**src/rtl/rabs_ram.sv**
```systemverilog
`timescale 1ns / 1ps
// ----------------------------------------------------------------------------
// rabs_ram
// Generic single write port, single read port RAM with registered read.
// A read at the address being written returns the old data.
// ----------------------------------------------------------------------------
module rabs_ram #(
  parameter int WIDTH = 8,
  parameter int DEPTH = 16
) (
  input  logic                                      clk,
  input  logic                                      we,
  input  logic [((DEPTH > 1) ? $clog2(DEPTH) : 1)-1:0] waddr,
  input  logic [WIDTH-1:0]                          wdata,
  input  logic [((DEPTH > 1) ? $clog2(DEPTH) : 1)-1:0] raddr,
  output logic [WIDTH-1:0]                          rdata
);

  logic [WIDTH-1:0] mem [DEPTH];

  always_ff @(posedge clk) begin
    if (we) begin
      mem[waddr] <= wdata;
    end
    rdata <= mem[raddr];
  end

endmodule

```
**config.mk**
```make
export PLATFORM = sky130hd
export DESIGN_NAME = rabs_ram
export DESIGN_NICKNAME = d
export VERILOG_FILES = /design/src/rtl/rabs_ram.sv
export SDC_FILE = /design/constraint.sdc
export NUM_CORES = 1
export LEC_CHECK = 0
export BUFFER_PORTS_ARGS = -buffer_cell sky130_fd_sc_hd__buf_4
export CORE_ASPECT_RATIO = 0.8
export CORE_MARGIN = 3
export CORE_UTILIZATION = 60
export DETAILED_ROUTE_END_ITERATION = 10
export PLACE_DENSITY = 0.78
export RECOVER_POWER = 50
export SYNTH_ARGS = -nofsm -noshare
export SYNTH_HDL_FRONTEND = slang
export SYNTH_SLANG_ARGS = --single-unit
```
**constraint.sdc**
```tcl
create_clock -name clk -period 5.3 [get_ports clk]
set_clock_uncertainty 0.05 [all_clocks]
set_input_delay 1.325 -clock clk [delete_from_list [all_inputs] [get_ports clk]]
set_output_delay 1.325 -clock clk [all_outputs]
set_load 0.02 [all_outputs]
```
==> Implementation_results.wiki <==
{| class="wikitable"
! Metric !! Value
|-
| Max frequency || 362 MHz
|-
| Final design area excluding fillers || roughly 6000 µm²
|-
| Number of levels the H-tree was split into || 4
|-
| Peak supply drop || around 0.00032 V
|-
| Net count of the finished layout || 283
|-
| Number of warning messages in the yosys log || 0
|-
| TritonCTS sink count || 136
|-
| Post-layout minimum cycle time || roughly 2.8 ns
|-
| Initial Util || 0.633
|-
| Number of max-slew violations in the final report || 0
|-
| Deepest clock path buffer count || 2
|-
| Internal power || 2.05 mW
|-
| Synth Net Count || 247
|-
| Clock network power share || 0.481
|-
| Run status || finished clean
|-
| Combined area of all synthesized cells || 5150 µm²
|-
| Via count of the first global-routing pass || roughly 2,500
|-
| Vias post-DR || roughly 2,400
|-
| TritonCTS clock tree || done
|-
| Setup violation total in the final timing report || 0
|-
| RD Place Congestion || between 0.7 and 0.8
|-
| Post-route antenna net violation count || 0
|-
| Detail-routed via count per cell || 6.21
|-
| Hold Vio Cnt, Final || 0
|-
| Classification of the worst setup path || in -> reg
|-
| Placed Area || approximately 5400 µm²
|-
| Number of CTS-inserted buffers || 17
|-
| Post-detailed-route DRC marker count || 0
|-
| Height of the die || about 89 µm
|-
| Critical path launch point type || input port
|-
| Final HPWL from detailed placement || 5.67 mm
|-
| Layout Area Growth over Synthesis || 16.2%
|-
| Most area-hungry cell type in the Yosys netlist || sky130_fd_sc_hd__edfxtp_1
|-
| Most common cell after layout, fill and taps aside || sky130_fd_sc_hd__edfxtp_1
|-
| Die footprint || between 9000 and 10,000 µm²
|-
| Data arrival time of the critical path || around 2.8 ns
|-
| Routed length per instance || 26.1 µm
|-
| Hold slack || approximately 0.62 ns
|-
| Final clock period utilization by the worst path || 0.521
|-
| Clk Tree Root Cell || sky130_fd_sc_hd__clkbuf_8
|-
| Sequential-to-total area share from yosys stat || 0.778
|-
| Skew-Pair Late Insertion Delay || between 0.5 and 0.6 ns
|-
| Top cell type's share of synthesized area || 0.747
|-
| Worst-case headroom to the max-slew limit || 0.206
|-
| CP Data Required Time || roughly 5.4 ns
|-
| Kind of end point of the critical path || flip-flop
|-
| Final cell utilization of the core || 0.736
|-
| Number of maximum-capacitance violations || 0
|-
| Wire length reported by the detailed router || 10.1 mm
|-
| Mean post-synth cell area || about 22 µm²
|-
| Classification of the worst-slack hold path || reg -> reg
|-
| Register-to-Register Setup Slack || 3.85 ns
|-
| Number of distinct standard cells referenced by the synthesized netlist || 19
|-
| Total grt overflow || 0
|-
| Maximum fanout along the worst path || 8
|-
| Slew at the pin with the worst max-slew slack || around 1.2 ns
|-
| Switching power || a little over 500 µW
|-
| Setup repair after global routing missed its margin || no
|-
| First-pass iteration count of the detailed router || 5
|-
| Switching Fraction || 0.198
|-
| Share of post-route cells with drive strength above 1 || 0.237
|-
| Diode insertion count for antenna repair || 0
|-
| Cell row count || 29
|-
| Sequential share of power || 0.472
|-
| Largest net degree at the start of global routing || 33
|-
| FF+latch count, synth || 136
|-
| IO Port Bufs || 25
|-
| First DRT Iteration DRCs || 217
|-
| Total power divided by cell area || 428 nW/µm²
|-
| Overall fraction of global-route tracks in use || 0.234
|-
| Cell count after synthesis || roughly 230
|-
| Clock transition at the register clock pins on the worst setup and hold paths after CTS || approximately 0.060 ns
|-
| I/O pins || 26
|-
| Core footprint || between 8000 and 9000 µm²
|-
| Leakage power summed over all cells || between 1.5 and 2 nW
|-
| Number of gates given a new drive strength after cts || 0
|-
| Number of buffers added for setup after CTS || 0
|-
| # hold bufs at CTS || 0
|-
| Wire length of the first global-routing pass || approximately 15 mm
|-
| Die Wd || 110 µm
|-
| Combinational Power Share || 0.047
|-
| Commonest cells after routing, fill and taps aside || 128 x sky130_fd_sc_hd__edfxtp_1, 18 x sky130_fd_sc_hd__mux4_2, 17 x sky130_fd_sc_hd__buf_4, 16 x sky130_fd_sc_hd__a22oi_1, 16 x sky130_fd_sc_hd__clkbuf_16
|-
| Aggregate negative setup slack || 0 ns
|-
| Antenna violations before repair || 0
|-
| Most area-consuming cells after synthesis || sky130_fd_sc_hd__edfxtp_1 75%, sky130_fd_sc_hd__mux4_2 7.9%, sky130_fd_sc_hd__mux4_1 7.1%, sky130_fd_sc_hd__dfxtp_1 3.1%, sky130_fd_sc_hd__a22oi_1 2.3%
|}
-- metrics by stage --
| stage | worst slack (ns) | cells | power, mW |
|---|---|---|---|
| 6_report | 2.54 | 386 | 2.56 |
| 5_1_grt | 2.46 | 386 | 2.63 |
| 4_1_cts | 2.53 | 386 | 2.58 |
| 3_5_place_dp | 1.96 | 354 | 1.35 |
| 3_3_place_gp | 2.08 | 354 | 1.35 |
| 2_1_floorplan | 2.43 | 229 | 1.30 |
-- worst max-delay path: stages --
cell and delay, ns:
sky130_fd_sc_hd__clkbuf_1 0.14, sky130_fd_sc_hd__or3b_2 0.52, sky130_fd_sc_hd__nor3_1 0.86
-- cell usage after synthesis (all sizes together) --
| master | instances |
|---|---|
| clkdlybuf4s25 | 3 |
| and2b | 1 |
| or3b | 1 |
| mux4 | 32 |
| nor2 | 13 |
| edfxtp | 128 |
| nand2b | 2 |
| nand3b | 2 |
| nor2b | 1 |
| dfxtp | 8 |
| nand3 | 1 |
| nand2 | 9 |
| and2 | 1 |
| a22oi | 16 |
| buf | 7 |
| nor3 | 4 |
-- layer usage --
layer	routed length, µm	up-vias	part of all wire	track usage
met5	0	-	0	0
met4	51	0	0.0051	0.0657
met3	876	6	0.087	0.0802
met2	4910	99	0.49	0.343
met1	4230	1249	0.42	0.342
li1	-	1044	-	-
-- cells by family (layout without fill, tap and decap cells) --
group	after synthesis	in the layout	synth area share
AOI/OAI and AO/OA	16	16	0.0233
buffers and inverters	10	59	0.0168
muxes	32	32	0.150
DFF	136	136	0.778
and+or+nand+nor	35	35	0.0318
-- power by group through the flow --
| stage | combinational [mW] | clock, mW | sequential (mW) |
|---|---|---|---|
| after floorplan | 0.0610 | 0 | 1.24 |
| after global placement | 0.121 | 0 | 1.23 |
| after detailed placement | 0.123 | 0 | 1.23 |
| after CTS | 0.125 | 1.24 | 1.21 |
| after global routing | 0.130 | 1.29 | 1.21 |
| final | 0.121 | 1.23 | 1.21 |
-- final timing paths --
| check | start | cells after the start | end |
|---|---|---|---|
| worst max-delay path | we | 3 | mem[0][3]$_DFFE_PP_ |
| worst min-delay path | mem[14][3]$_DFFE_PP_ | 3 | rdata[3]$_DFF_P_ |
| worst max register to register | mem[7][6]$_DFFE_PP_ | 3 | rdata[6]$_DFF_P_ |
| worst min register to register | mem[14][3]$_DFFE_PP_ | 3 | rdata[3]$_DFF_P_ |
-- state kept, by name, indices dropped and copies added (netlist names) --
name and count:
mem 128, rdata 8
-- area by class of cell --
cell class	count	area [µm²]
flip-flops and latches	136	4000
repair buffers	27	165
well taps	108	135
clock inverters	15	208
fillers	489	2140
multi-input cells	83	1060
clock buffers	17	414
(Power assumes the default switching activity.)
